File: config.mk
export PLATFORM = sky130hd
export DESIGN_NAME = mesh_layer_extrusion_connectivity
export DESIGN_NICKNAME = d
export VERILOG_FILES = /design/src/rtl/core/mlec_pkg.sv /design/src/rtl/core/mlec_cfg.sv /design/src/rtl/core/mlec_front.sv /design/src/rtl/core/mlec_emit.sv /design/src/rtl/core/mesh_layer_extrusion_connectivity.sv
export VERILOG_INCLUDE_DIRS = /design/src /design/src/rtl/core
export SDC_FILE = /design/constraint.sdc
export NUM_CORES = 2
export LEC_CHECK = 0
export ABC_AREA = 1
export BUFFER_PORTS_ARGS = -buffer_cell sky130_fd_sc_hd__buf_2
export CAP_MARGIN = 40
export CORE_ASPECT_RATIO = 1.75
export CORE_UTILIZATION = 52
export DETAILED_ROUTE_END_ITERATION = 8
export HOLD_SLACK_MARGIN = 0.06
export PLACE_DENSITY_LB_ADDON = 0.08
export SETUP_SLACK_MARGIN = 0.02
export SYNTH_ARGS = -nofsm -noshare
export SYNTH_HDL_FRONTEND = slang
export SYNTH_HIERARCHICAL = 1
export SYNTH_SLANG_ARGS = --single-unit
File: constraint.sdc
create_clock -name clk -period 9.3 [get_ports clk]
set_input_delay 0.465 -clock clk [delete_from_list [all_inputs] [get_ports clk]]
set_output_delay 0.465 -clock clk [all_outputs]
set_load 0.03 [all_outputs]
File: src/rtl/core/mesh_layer_extrusion_connectivity_defines.svh
// Assertion helpers for the extrusion block. Every use samples clk and is
// disabled while rst is high.
`ifndef MESH_LAYER_EXTRUSION_CONNECTIVITY_DEFINES_SVH
`define MESH_LAYER_EXTRUSION_CONNECTIVITY_DEFINES_SVH

// Consequent must hold in the same cycle as the antecedent.
`define MLEC_ASSERT_IMP(lbl, ante, cons, msg) \
  lbl: assert property (@(posedge clk) disable iff (rst) (ante) |-> (cons)) \
    else $error(msg);

// Consequent must hold in the cycle after the antecedent.
`define MLEC_ASSERT_NXT(lbl, ante, cons, msg) \
  lbl: assert property (@(posedge clk) disable iff (rst) (ante) |=> (cons)) \
    else $error(msg);

`endif

File: src/rtl/core/mlec_pkg.sv
`timescale 1ns / 1ps
`default_nettype none

package mlec_pkg;

  localparam int NODE_ID_BITS = 16;
  localparam int LAYER_BITS   = 8;
  localparam int ID_BITS      = 24;
  localparam int MAT_BITS     = 16;
  localparam int BNC_BITS     = 17;
  localparam int PROD_BITS    = LAYER_BITS + BNC_BITS;
  localparam int VERT_COUNT   = 8;
  localparam int IDX_BITS     = 3;

  localparam int S_TDATA_BITS = 88;
  localparam int S_TUSER_BITS = 3;
  localparam int M_TDATA_BITS = 232;
  localparam int M_TUSER_BITS = 3;
  localparam int PADDR_BITS   = 5;
  localparam int PDATA_BITS   = 32;

  // Element dimensions
  localparam logic [1:0] DIM_POINT = 2'd0;
  localparam logic [1:0] DIM_LINE  = 2'd1;
  localparam logic [1:0] DIM_SURF  = 2'd2;
  localparam logic [1:0] DIM_BAD   = 2'd3;

  typedef enum logic [2:0] {
    SHAPE_POINT = 3'd0,
    SHAPE_LINE  = 3'd1,
    SHAPE_TRI   = 3'd2,
    SHAPE_QUAD  = 3'd3,
    SHAPE_PRISM = 3'd4,
    SHAPE_CUBE  = 3'd5,
    SHAPE_TETRA = 3'd6,
    SHAPE_ERROR = 3'd7
  } shape_t;

  typedef enum logic [2:0] {
    REG_MESH_DIM        = 3'd0,
    REG_LAYER_COUNT     = 3'd1,
    REG_BASE_NODE_COUNT = 3'd2,
    REG_USE_QUADS       = 3'd3,
    REG_USE_PRISMS      = 3'd4,
    REG_USE_TETRA       = 3'd5,
    REG_FRONT_MATERIAL  = 3'd6,
    REG_BACK_MATERIAL   = 3'd7
  } reg_index_t;

  localparam logic signed [MAT_BITS-1:0] FRONT_MATERIAL_RST = -16'sd999;
  localparam logic signed [MAT_BITS-1:0] BACK_MATERIAL_RST  = -16'sd1000;

  typedef struct packed {
    logic [1:0]                  mesh_dim;
    logic [LAYER_BITS-1:0]       layer_count;
    logic [BNC_BITS-1:0]         base_node_count;
    logic                        use_quads;
    logic                        use_prisms;
    logic                        use_tetra;
    logic signed [MAT_BITS-1:0]  front_material;
    logic signed [MAT_BITS-1:0]  back_material;
  } cfg_t;

  // One held input element with its layer offsets already worked out
  typedef struct packed {
    logic [1:0]                  dim;
    logic                        is_quad;
    logic signed [MAT_BITS-1:0]  material;
    logic [NODE_ID_BITS-1:0]     a;
    logic [NODE_ID_BITS-1:0]     b;
    logic [NODE_ID_BITS-1:0]     c;
    logic [NODE_ID_BITS-1:0]     d;
    logic [ID_BITS-1:0]          lo;
    logic [ID_BITS-1:0]          hi;
    logic                        err;
    logic                        first;
    logic                        lastl;
  } item_t;

endpackage

`default_nettype wire

File: src/rtl/core/mlec_cfg.sv
`timescale 1ns / 1ps
`default_nettype none

module mlec_cfg (
  input  wire logic                             clk,
  input  wire logic                             rst,
  input  wire logic                             psel,
  input  wire logic                             penable,
  input  wire logic                             pwrite,
  input  wire logic [mlec_pkg::PADDR_BITS-1:0]  paddr,
  input  wire logic [mlec_pkg::PDATA_BITS-1:0]  pwdata,
  output logic      [mlec_pkg::PDATA_BITS-1:0]  prdata,
  output logic                                  pready,
  output mlec_pkg::cfg_t                        cfg
);
  import mlec_pkg::*;

  reg_index_t idx;
  logic       wr;

  assign idx    = reg_index_t'(paddr[4:2]);
  assign wr     = psel && penable && pwrite;
  assign pready = 1'b1;

  always_ff @(posedge clk) begin
    if (rst) begin
      cfg.mesh_dim        <= DIM_SURF;
      cfg.layer_count     <= LAYER_BITS'(1);
      cfg.base_node_count <= BNC_BITS'(1);
      cfg.use_quads       <= 1'b1;
      cfg.use_prisms      <= 1'b0;
      cfg.use_tetra       <= 1'b0;
      cfg.front_material  <= FRONT_MATERIAL_RST;
      cfg.back_material   <= BACK_MATERIAL_RST;
    end else if (wr) begin
      case (idx)
        REG_MESH_DIM:        cfg.mesh_dim        <= pwdata[1:0];
        REG_LAYER_COUNT:     cfg.layer_count     <= pwdata[LAYER_BITS-1:0];
        REG_BASE_NODE_COUNT: cfg.base_node_count <= pwdata[BNC_BITS-1:0];
        REG_USE_QUADS:       cfg.use_quads       <= pwdata[0];
        REG_USE_PRISMS:      cfg.use_prisms      <= pwdata[0];
        REG_USE_TETRA:       cfg.use_tetra       <= pwdata[0];
        REG_FRONT_MATERIAL:  cfg.front_material  <= pwdata[MAT_BITS-1:0];
        REG_BACK_MATERIAL:   cfg.back_material   <= pwdata[MAT_BITS-1:0];
        default: ;
      endcase
    end
  end

  always_comb begin
    case (idx)
      REG_MESH_DIM:        prdata = {30'd0, cfg.mesh_dim};
      REG_LAYER_COUNT:     prdata = {{(PDATA_BITS-LAYER_BITS){1'b0}}, cfg.layer_count};
      REG_BASE_NODE_COUNT: prdata = {{(PDATA_BITS-BNC_BITS){1'b0}}, cfg.base_node_count};
      REG_USE_QUADS:       prdata = {31'd0, cfg.use_quads};
      REG_USE_PRISMS:      prdata = {31'd0, cfg.use_prisms};
      REG_USE_TETRA:       prdata = {31'd0, cfg.use_tetra};
      REG_FRONT_MATERIAL:  prdata = {{(PDATA_BITS-MAT_BITS){1'b0}}, cfg.front_material};
      REG_BACK_MATERIAL:   prdata = {{(PDATA_BITS-MAT_BITS){1'b0}}, cfg.back_material};
      default:             prdata = '0;
    endcase
  end

endmodule

`default_nettype wire

File: src/rtl/core/mlec_front.sv
`timescale 1ns / 1ps
`default_nettype none

module mlec_front (
  input  wire logic                               clk,
  input  wire logic                               rst,
  input  wire logic                               s_axis_tvalid,
  output logic                                    s_axis_tready,
  input  wire logic [mlec_pkg::S_TDATA_BITS-1:0]  s_axis_tdata,
  input  wire logic [mlec_pkg::S_TUSER_BITS-1:0]  s_axis_tuser,
  input  wire mlec_pkg::cfg_t                     cfg,
  input  wire logic                               take,
  output logic                                    item_valid,
  output mlec_pkg::item_t                         item
);
  import mlec_pkg::*;

  logic [LAYER_BITS-1:0] layer;
  logic [LAYER_BITS-1:0] layer_m1;
  logic [PROD_BITS-1:0]  prod_lo;
  logic [PROD_BITS-1:0]  prod_hi;
  logic [1:0]            dim;
  logic                  accept;
  item_t                 item_next;

  assign layer    = s_axis_tdata[87:80];
  assign dim      = s_axis_tuser[1:0];
  assign layer_m1 = layer - LAYER_BITS'(1);
  assign prod_lo  = {{BNC_BITS{1'b0}}, layer_m1} * {{LAYER_BITS{1'b0}}, cfg.base_node_count};
  assign prod_hi  = {{BNC_BITS{1'b0}}, layer} * {{LAYER_BITS{1'b0}}, cfg.base_node_count};

  assign s_axis_tready = !item_valid || take;
  assign accept        = s_axis_tvalid && s_axis_tready;

  always_comb begin
    item_next.dim      = dim;
    item_next.is_quad  = s_axis_tuser[2];
    item_next.material = s_axis_tdata[15:0];
    item_next.a        = s_axis_tdata[31:16];
    item_next.b        = s_axis_tdata[47:32];
    item_next.c        = s_axis_tdata[63:48];
    item_next.d        = s_axis_tdata[79:64];
    item_next.lo       = prod_lo[ID_BITS-1:0];
    item_next.hi       = prod_hi[ID_BITS-1:0];
    item_next.err      = (dim == DIM_BAD) || (layer == '0) || (layer > cfg.layer_count);
    item_next.first    = (layer == LAYER_BITS'(1));
    item_next.lastl    = (layer == cfg.layer_count);
  end

  always_ff @(posedge clk) begin
    if (rst) begin
      item_valid <= 1'b0;
    end else if (accept) begin
      item_valid <= 1'b1;
    end else if (take) begin
      item_valid <= 1'b0;
    end
  end

  always_ff @(posedge clk) begin
    if (accept) begin
      item <= item_next;
    end
  end

endmodule

`default_nettype wire

File: src/rtl/core/mlec_emit.sv
`timescale 1ns / 1ps
`default_nettype none
`include "mesh_layer_extrusion_connectivity_defines.svh"

module mlec_emit (
  input  wire logic                               clk,
  input  wire logic                               rst,
  input  wire mlec_pkg::cfg_t                     cfg,
  input  wire logic                               item_valid,
  input  wire mlec_pkg::item_t                    item,
  output logic                                    take,
  output logic                                    m_axis_tvalid,
  input  wire logic                               m_axis_tready,
  output logic [mlec_pkg::M_TDATA_BITS-1:0]       m_axis_tdata,
  output logic [mlec_pkg::M_TUSER_BITS-1:0]       m_axis_tuser,
  output logic                                    m_axis_tlast
);
  import mlec_pkg::*;

  logic [IDX_BITS-1:0]                  idx;
  logic [IDX_BITS-1:0]                  count;
  logic [IDX_BITS-1:0]                  nmain;
  logic [IDX_BITS-1:0]                  pos;
  logic [ID_BITS-1:0]                   next_id;
  logic                                 bnd;
  logic                                 front;
  logic                                 back;
  logic                                 is_front;
  logic                                 is_back;
  logic                                 is_last;
  logic                                 load;
  logic [ID_BITS-1:0]                   a0, b0, c0, d0, a1, b1, c1, d1;
  logic [ID_BITS-1:0]                   ba, bb, bc, bd;
  shape_t                               shape_next;
  logic signed [MAT_BITS-1:0]           mat_next;
  logic [VERT_COUNT-1:0][ID_BITS-1:0]   vert_next;
  logic [VERT_COUNT-1:0][ID_BITS-1:0]   vert_q;
  logic signed [MAT_BITS-1:0]           mat_q;
  logic [ID_BITS-1:0]                   id_q;
  shape_t                               shape_q;
  logic                                 last_q;

  localparam int PAD = ID_BITS - NODE_ID_BITS;

  assign a0 = {{PAD{1'b0}}, item.a} + item.lo;
  assign b0 = {{PAD{1'b0}}, item.b} + item.lo;
  assign c0 = {{PAD{1'b0}}, item.c} + item.lo;
  assign d0 = {{PAD{1'b0}}, item.d} + item.lo;
  assign a1 = {{PAD{1'b0}}, item.a} + item.hi;
  assign b1 = {{PAD{1'b0}}, item.b} + item.hi;
  assign c1 = {{PAD{1'b0}}, item.c} + item.hi;
  assign d1 = {{PAD{1'b0}}, item.d} + item.hi;

  assign bnd   = (cfg.mesh_dim == item.dim);
  assign front = bnd && item.first;
  assign back  = bnd && item.lastl;

  always_comb begin
    case (item.dim)
      DIM_LINE: nmain = cfg.use_quads ? IDX_BITS'(1) : IDX_BITS'(2);
      DIM_SURF: nmain = (!cfg.use_prisms && cfg.use_tetra) ? IDX_BITS'(3) : IDX_BITS'(1);
      default:  nmain = IDX_BITS'(1);
    endcase
  end

  assign count    = item.err ? IDX_BITS'(1)
                             : nmain + IDX_BITS'(front) + IDX_BITS'(back);
  assign pos      = idx - IDX_BITS'(front) - IDX_BITS'(back);
  assign is_last  = (idx == count - IDX_BITS'(1));
  assign is_front = front && (idx == '0);
  assign is_back  = back && (idx == IDX_BITS'(front));

  // Boundary copies take the lower layer only for the front copy
  assign ba = is_front ? a0 : a1;
  assign bb = is_front ? b0 : b1;
  assign bc = is_front ? c0 : c1;
  assign bd = is_front ? d0 : d1;

  always_comb begin
    shape_next = SHAPE_ERROR;
    mat_next   = item.material;
    vert_next  = '0;
    if (item.err) begin
      shape_next = SHAPE_ERROR;
    end else if (is_front || is_back) begin
      mat_next = is_front ? cfg.front_material : cfg.back_material;
      case (item.dim)
        DIM_POINT: begin
          shape_next   = SHAPE_POINT;
          vert_next[0] = ba;
        end
        DIM_LINE: begin
          shape_next   = SHAPE_LINE;
          vert_next[0] = ba;
          vert_next[1] = bb;
        end
        default: begin
          shape_next   = item.is_quad ? SHAPE_QUAD : SHAPE_TRI;
          vert_next[0] = ba;
          vert_next[1] = bb;
          vert_next[2] = bc;
          vert_next[3] = item.is_quad ? bd : '0;
        end
      endcase
    end else begin
      case (item.dim)
        DIM_POINT: begin
          shape_next   = SHAPE_LINE;
          vert_next[0] = a0;
          vert_next[1] = a1;
        end
        DIM_LINE: begin
          if (cfg.use_quads) begin
            shape_next = SHAPE_QUAD;
            vert_next[0] = a0;
            vert_next[1] = b0;
            vert_next[2] = b1;
            vert_next[3] = a1;
          end else begin
            shape_next = SHAPE_TRI;
            vert_next[0] = (pos == '0) ? a0 : b0;
            vert_next[1] = (pos == '0) ? b0 : b1;
            vert_next[2] = a1;
          end
        end
        default: begin
          if (cfg.use_prisms) begin
            shape_next = SHAPE_PRISM;
            vert_next[0] = a0;
            vert_next[1] = b0;
            vert_next[2] = c0;
            vert_next[3] = a1;
            vert_next[4] = b1;
            vert_next[5] = c1;
          end else if (!cfg.use_tetra) begin
            shape_next = SHAPE_CUBE;
            vert_next  = {d1, c1, b1, a1, d0, c0, b0, a0};
          end else begin
            shape_next = SHAPE_TETRA;
            vert_next[3] = c0;
            case (pos)
              IDX_BITS'(0): begin
                vert_next[0] = a0;
                vert_next[1] = b0;
                vert_next[2] = a1;
              end
              IDX_BITS'(1): begin
                vert_next[0] = b0;
                vert_next[1] = b1;
                vert_next[2] = a1;
              end
              default: begin
                vert_next[0] = a1;
                vert_next[1] = b1;
                vert_next[2] = c1;
              end
            endcase
          end
        end
      endcase
    end
  end

  // Load the result register from a held element when it is empty or being drained
  assign load = item_valid && (!m_axis_tvalid || m_axis_tready);
  assign take = load && is_last;

  always_ff @(posedge clk) begin
    if (rst) begin
      m_axis_tvalid <= 1'b0;
      idx           <= '0;
      next_id       <= '0;
    end else begin
      if (load) begin
        m_axis_tvalid <= 1'b1;
        idx           <= is_last ? '0 : idx + IDX_BITS'(1);
        if (!item.err) begin
          next_id <= next_id + ID_BITS'(1);
        end
      end else if (m_axis_tready) begin
        m_axis_tvalid <= 1'b0;
      end
    end
  end

  always_ff @(posedge clk) begin
    if (load) begin
      id_q    <= next_id;
      shape_q <= shape_next;
      mat_q   <= mat_next;
      vert_q  <= vert_next;
      last_q  <= is_last;
    end
  end

  assign m_axis_tdata = {vert_q, mat_q, id_q};
  assign m_axis_tuser = shape_q;
  assign m_axis_tlast = last_q;

  `MLEC_ASSERT_IMP(a_err_last, m_axis_tvalid && (m_axis_tuser == SHAPE_ERROR), m_axis_tlast, "error result without tlast")
  `MLEC_ASSERT_IMP(a_idx_range, item_valid, idx < count, "result index past element count")
  `MLEC_ASSERT_IMP(a_err_single, item_valid && item.err, is_last, "error element emits more than one result")
  `MLEC_ASSERT_NXT(a_id_adv, load && !item.err, next_id == $past(next_id) + ID_BITS'(1), "element id did not advance")
  `MLEC_ASSERT_NXT(a_id_hold, load && item.err, $stable(next_id), "element id moved on error result")

endmodule

`default_nettype wire

File: src/rtl/core/mesh_layer_extrusion_connectivity.sv
`timescale 1ns / 1ps
`default_nettype none
// Channel    Direction  Contents
// s_axis     in         one base element and its layer number
// m_axis     out        extruded elements, tlast on the final one per input
// apb        in/out     eight configuration registers at byte offsets 4*i
//
// Each input gives 1 to 5 results, one per cycle while m_axis accepts them;
// an input occupies the holding register until its last result is loaded,
// so the sustained input rate is set by the single result register.
// From input transfer to first result the data passes the holding register,
// then the result register.
// Reset is synchronous; it clears valids, the result index and the id counter.
// A stalled m_axis holds its result and backs up into s_axis.

module mesh_layer_extrusion_connectivity (
  input  wire logic                               clk,
  input  wire logic                               rst,
  input  wire logic                               s_axis_tvalid,
  output logic                                    s_axis_tready,
  // material, corner_a, corner_b, corner_c, corner_d, layer
  input  wire logic [mlec_pkg::S_TDATA_BITS-1:0]  s_axis_tdata,
  // elem_dim, elem_is_quad
  input  wire logic [mlec_pkg::S_TUSER_BITS-1:0]  s_axis_tuser,
  output logic                                    m_axis_tvalid,
  input  wire logic                               m_axis_tready,
  // elem_id, elem_material, vertex_0 .. vertex_7
  output logic [mlec_pkg::M_TDATA_BITS-1:0]       m_axis_tdata,
  // shape
  output logic [mlec_pkg::M_TUSER_BITS-1:0]       m_axis_tuser,
  output logic                                    m_axis_tlast,
  input  wire logic                               psel,
  input  wire logic                               penable,
  input  wire logic                               pwrite,
  input  wire logic [mlec_pkg::PADDR_BITS-1:0]    paddr,
  input  wire logic [mlec_pkg::PDATA_BITS-1:0]    pwdata,
  output logic      [mlec_pkg::PDATA_BITS-1:0]    prdata,
  output logic                                    pready
);
  import mlec_pkg::*;

  cfg_t  cfg;
  item_t item;
  logic  item_valid;
  logic  take;

  mlec_cfg u_cfg (
    .clk     (clk),
    .rst     (rst),
    .psel    (psel),
    .penable (penable),
    .pwrite  (pwrite),
    .paddr   (paddr),
    .pwdata  (pwdata),
    .prdata  (prdata),
    .pready  (pready),
    .cfg     (cfg)
  );

  mlec_front u_front (
    .clk           (clk),
    .rst           (rst),
    .s_axis_tvalid (s_axis_tvalid),
    .s_axis_tready (s_axis_tready),
    .s_axis_tdata  (s_axis_tdata),
    .s_axis_tuser  (s_axis_tuser),
    .cfg           (cfg),
    .take          (take),
    .item_valid    (item_valid),
    .item          (item)
  );

  mlec_emit u_emit (
    .clk           (clk),
    .rst           (rst),
    .cfg           (cfg),
    .item_valid    (item_valid),
    .item          (item),
    .take          (take),
    .m_axis_tvalid (m_axis_tvalid),
    .m_axis_tready (m_axis_tready),
    .m_axis_tdata  (m_axis_tdata),
    .m_axis_tuser  (m_axis_tuser),
    .m_axis_tlast  (m_axis_tlast)
  );

endmodule

`default_nettype wire

* After elaboration in Yosys (flattened, before gate mapping) *
Index checks and enable logic that the tools add are counted.
Widths: inputs -> output; s select.

word-level totals
  register bits after elaboration = 461
  output and inout port bits = 271
  bits of input ports = 135
  logic and storage cells = 147

operators by class
  $mul = 2
  mux-type cells = 38
  reductions and logical operators = 37
  bitwise operators = 1
  $lt $le $gt $ge = 1
  add/subtract/negate cells = 16
  eq/ne operators = 16

operators with widths
  kind                   number
  $pmux 32 s8            1
  $mux 24                9
  $add 16x24->24         8
  $mux 96                2
  $pmux 48 s2            2
  $mux 144               1
  $pmux 72 s2            1
  $mux 48                2
  $mux 72                1
  $mul 8x17->24          2
  $mux 16                3
  $add 24x1->24 const B  1
  $pmux 3 s2             3
  $reduce_and 2->1       9
  $eq 3x3->1 const B     4
  $mux 3                 4
  $logic_and 1x1->1      10
  $logic_not 3->1        3
  $eq 8x1->1 const B     1
  $eq 8x8->1             1
  $gt 8x8->1             1
  $logic_not 8->1        1
  $sub 8x1->8 const B    1
  $add 3x1->3            2
  20 further kinds       38

* Depth between registers and ports, before layout *
  depth in word-level cells = 13
  gate-level depth with buffers = 28
  mapped depth without buffers = 26

* Modules after synthesis *
The synthesis kept the hierarchy.

modules (own cells, without submodules)
  module      cells each  sequential area each (um^2)  instances  area each (um^2)
  mlec_emit   3667        7647.3                       1          24506.0
  mlec_front  1546        4043.9                       1          13555.5
  mlec_cfg    401         1241.2                       1          2836.5

* Least setup slack after synthesis *
OpenSTA, ideal clock, no wires.

  path type = register to register
  start = register, netlist name u_front/item[133]
  end = register, netlist name u_front/item[0]
  period minus slack after synthesis = 10112 ps
  stages on the path, launching flop included = 18
  data required time = 8629 ps
  arrival = 9441 ps
  path buffers = 2
  path slack = -812 ps
  library setup time = 671 ps
  cell sequence = edfxtp_1 -> inv_1 -> ha_1 -> buf_2 -> nand2_1 -> clkinv_1 -> clkbuf_1 -> nor3_1 -> fa_1 -> nand2_1 -> inv_1 -> ha_1 -> xnor2_1 -> a21oi_1 -> nand2_1 -> nor2_1 -> inv_1 -> a21oi_1

on the way
  word-level cells in the longest chain between the ends = 10
  elaborated cells between the ends (all ways) = 14
  those cells by class = 3 x add/sub; 4 x eq/ne; 2 x mux; 5 x reduce/logical

ends and longest elaborated chain
  what                                             RTL line                                 RTL
  $eq 2x2->1 (tied with other cells)               mlec_emit.sv:59                          case (item.dim)
  $pmux 3 s2 or $logic_and 1x1->1 (tied branches)  mlec_emit.sv:59, mlec_emit.sv:55
  $add 3x1->3                                      mlec_emit.sv:67                          : nmain + IDX_BITS'(front) + IDX_BITS'(back);
  $add 3x1->3 *                                    mlec_emit.sv:67
  $mux 3 *                                         mlec_emit.sv:66                          assign count = item.err ? IDX_BITS'(1)
  $sub 3x1->3 *                                    mlec_emit.sv:69                          assign is_last = (idx == count - IDX_BITS'(1));
  $eq 3x3->1 *                                     mlec_emit.sv:69
  $logic_and 1x1->1 *                              mlec_emit.sv:166                         assign take = load && is_last;
  net take                                         mesh_layer_extrusion_connectivity.sv:45  logic take;
  $logic_or 1x1->1 *                               mlec_front.sv:32                         assign s_axis_tready = !item_valid || take;
  $logic_and 1x1->1 *                              mlec_front.sv:33                         assign accept = s_axis_tvalid && s_axis_tready;
  net u_front.accept                               mlec_front.sv:23                         logic accept;

The timed path passes the listed nets; every way through them passes the cells marked *.
A chain may end at the register's enable or synchronous reset.

==> impl_metrics.py <==
metrics = {
    "logic_synthesis": {
        "async_reset_ff_share_pct": 0,
        "yosys.area_share.adder_pct": 16.4,
        "synth_cell_types": 65,
        "synth_top_family_by_area": "simple AND/OR/NAND/NOR gates",
        "synth_area_sq_um": 40900,
        "yosysWarnings": 6,
        "ys_seq_area_share_pct": 31.6,
        "synthMuxAreaShare_pct": 0,
        "synth-xor-area-share_pct": 2.63,
        "netlist_instances": 5614,
        "synth_seq_cells": 461,
        "synth-edff-count": 370,
        "synthSimpleGateAreaFrac_pct": 30.3,
        "syn_area_per_cell_sq_um": 7.28,
        "synth_compound_area_share_pct": 8.96,
        "synthFlopType": "edfxtp_1",
    },
    "global_routing": {
        "grt_max_degree": 122,
        "first_global_vias": 40400,
        "grt_use_total_pct": 47.1,
        "antenna_found_initial": 12,
        "grt_overflow": 0,
        "grt_pass1_wl_mm": 271,
    },
    "placement": {
        "numPortBuffers": 372,
        "gp_congestion": 1.20,
        "place_ws_ns": 2.99,
        "dp_hpwl_mm": 144,
        "placed_cells": 6909,
    },
    "sta": {
        "tns_ns": 0,
        "skew_ns": 0.0445,
        "slew_viol_final": 0,
        "final.min_clock_period_ns": 5.81,
        "clock.fmax_ghz": 0.172,
        "slew_headroom_pct": 34.5,
        "finalCritPeriodShare_pct": 62.5,
        "tightest_slew_ns": 0.980,
        "grt_setup_unrepaired": "no",
        "setup_viol": 0,
        "finalHoldViolations": 0,
        "layout_setup_ws_ns": 3.49,
    },
    "detailed_routing": {
        "drc": 0,
        "via_per_inst": 5.96,
        "routed-via-count": 42200,
        "ant_nets": 0,
        "wire_per_inst_um": 26.6,
        "drtPass1Iterations": 9,
        "drt_iter0_drc": 5394,
        "wirelength_mm": 188,
    },
    "worst_setup_path": {
        "start_kind": "input pin",
        "regToRegStartpoint": "u_front/item[133]$_DFFE_PP_",
        "crit_type": "input pin to flip-flop",
        "endpoint_kind": "flip-flop",
        "worstPathArrival_ns": 6.19,
        "path_max_fanout": 24,
        "worstSetupStartpoint": "s_axis_tdata[80]",
        "required_ns": 9.68,
    },
    "outcome": {
        "status": "complete, no violations",
    },
    "clocking": {
        "cts_max_level": 2,
        "numCtsBuffers": 42,
        "cts_sinks": 461,
        "cts_resized": 0,
        "clk_pin_slew_worst_paths_ns": 0.06,
        "cts_tree": "yes",
        "cts_buffer_depth": 3,
        "insertion_delay_ns": 0.64,
        "cts-root-buf": "clkbuf_16",
    },
    "pwr": {
        "power.density_nw_per_um2": 153,
        "vdd_drop_max_mv": 0.158,
        "p_leak_uw": 0.0227,
    },
    "final_layout": {
        "nets": 6573,
        "final_cells": 7080,
        "area_growth_pct": 12.4,
        "fin_util_pct": 59.1,
        "final_layout_size_suffix_gt1_share_pct": 10.3,
    },
    "floorplanning": {
        "ioPinCount": 406,
        "start_util_pct": 52.6,
        "die_x_um": 214,
        "dieArea_sq_um": 79800,
        "core-area_sq_um": 77700,
        "die_height_um": 373,
        "row_count": 135,
    },
    "min_path": {
        "min_path_type": "input pin to flip-flop",
        "min-delay-start": "s_axis_tdata[31]",
    },
    "job": {
        "max_cap_viol_count": 0,
    },
}
metrics by stage:
step                hold WS, ns  cell area, sq um  power [uW]
finish                   0.0725             46000        7050
global route             0.0642             45900        7220
CTS                      0.0613             45900        6830
global placement          0.419             43400        5040
floorplan                 0.408             41000        4020
detailed placement        0.426             43700        5090
registers in the layout (all words and copies together) (netlist names):
register / cells
u_cfg/cfg: 62
u_emit/idx: 3
u_emit/m_axis_tdata: 192
u_emit/m_axis_tvalid: 1
u_emit/mat_q: 16
u_emit/id_q: 24
u_front/item: 134
u_emit/next_id: 24
u_front/item_valid: 1
u_emit/m_axis_tuser: 3
u_emit/m_axis_tlast: 1
cell type report:
class | instances | area (sq um)
multi-input combinational | 4146 | 23900
clock buffer | 45 | 1060
tap | 1027 | 1280
fill | 7331 | 31700
sequential | 461 | 12900
antenna | 7 | 17.5
inverter | 844 | 3180
clock inverter | 31 | 290
timing repair buffer | 519 | 3280
worst paths after layout:
kind                                 endpoint  slack [ns]  depth (start not counted)
hold / removal    u_front/item[114]$_DFFE_PP_        0.07                          1
setup reg to reg   u_front/item[65]$_DFFE_PP_        3.74                         17
hold reg to reg     u_emit/id_q[12]$_DFFE_PP_        0.44                          0
setup / recovery   u_front/item[50]$_DFFE_PP_        3.49                         25
synth_stat cells (all sizes together) (88+ instances only):
library cell / count / area share (%)
nand3: 427 / 5.4
fa: 188 / 9.2
nand4: 88 / 1.4
nor2: 596 / 5.9
edfxtp: 370 / 27
ha: 236 / 7.2
buf: 109 / 1.7
a21oi: 238 / 3.0
dfxtp: 91 / 4.5
o21ai: 195 / 2.4
nand2: 1738 / 16
inv: 836 / 7.7
kinds of logic (layout without fill, tap and decap cells):
family	Yosys count	in the layout
AOI/OAI and AO/OA	638	638
xor gates and xnor gates	121	121
adders and majority gates	424	424
buffers and inverters	1021	1439
DFF	461	461
other	2	23
and+or+nand+nor	2947	2947
report_power, final:
part	switching (uW)	leakage, uW	internal (uW)
clock	824	0.000653	903
combinational	2070	0.0177	688
sequential	165	0.00435	2410
routing by layer:
metal  track usage (%)  wire, um
met5                 0        57
met4              49.4     25200
met3              13.7     20000
met2              74.9     83200
met1              47.8     59800
worst max-delay path, cell delays in order:
cell     delay [ns]
buf_2          0.55
inv_2          0.38
ha_1           0.33
inv_1          0.11
nor3_4         0.06
xor2_2         0.72
inv_1          0.16
nand2_1        0.12
fa_1           0.45
fa_1           0.55
inv_1          0.05
fa_1           0.47
inv_1          0.05
fa_1           0.48
inv_1          0.04
ha_1           0.36
nand2_1        0.11
nor2_1         0.18
inv_1          0.08
nor2_1         0.14
nand3_1        0.11
inv_1          0.07
nor2_1         0.04
nand2_1        0.04
nand2_1        0.05
cells in the final DEF (no fill, tap or decap), drive strengths merged, types with 3 or more instances in the layout:
cell,synthesis,layout
o221ai,10,10
dlygate4sd3,0,83
xor2,63,63
clkinv,8,30
o211ai,44,44
conb,2,16
a21o,7,7
ha,236,236
nand3b,15,15
a21oi,238,238
o21ai,195,195
a31oi,24,24
fa,188,188
clkbuf,68,48
or2,23,23
dfxtp,91,91
xnor2,58,58
nand3,427,427
and2,12,12
inv,836,840
o22ai,70,70
nand2,1738,1738
a21boi,4,4
o2111ai,10,10
nor4,5,5
nand4,88,88
o21a,4,4
clkinvlp,0,3
o21bai,6,6
a22oi,10,10
nor2,596,596
o32ai,9,9
buf,109,433
edfxtp,370,370
diode,0,7
nor3,39,39
timing repair:
| item | 4_1_cts | 5_1_grt |
|---|---|---|
| hold endpoints to repair | 82 | 1 |
| buffers inserted | 0 | 0 |
| hold buffers | 82 | 1 |
Power figures use the tool's default switching activity.
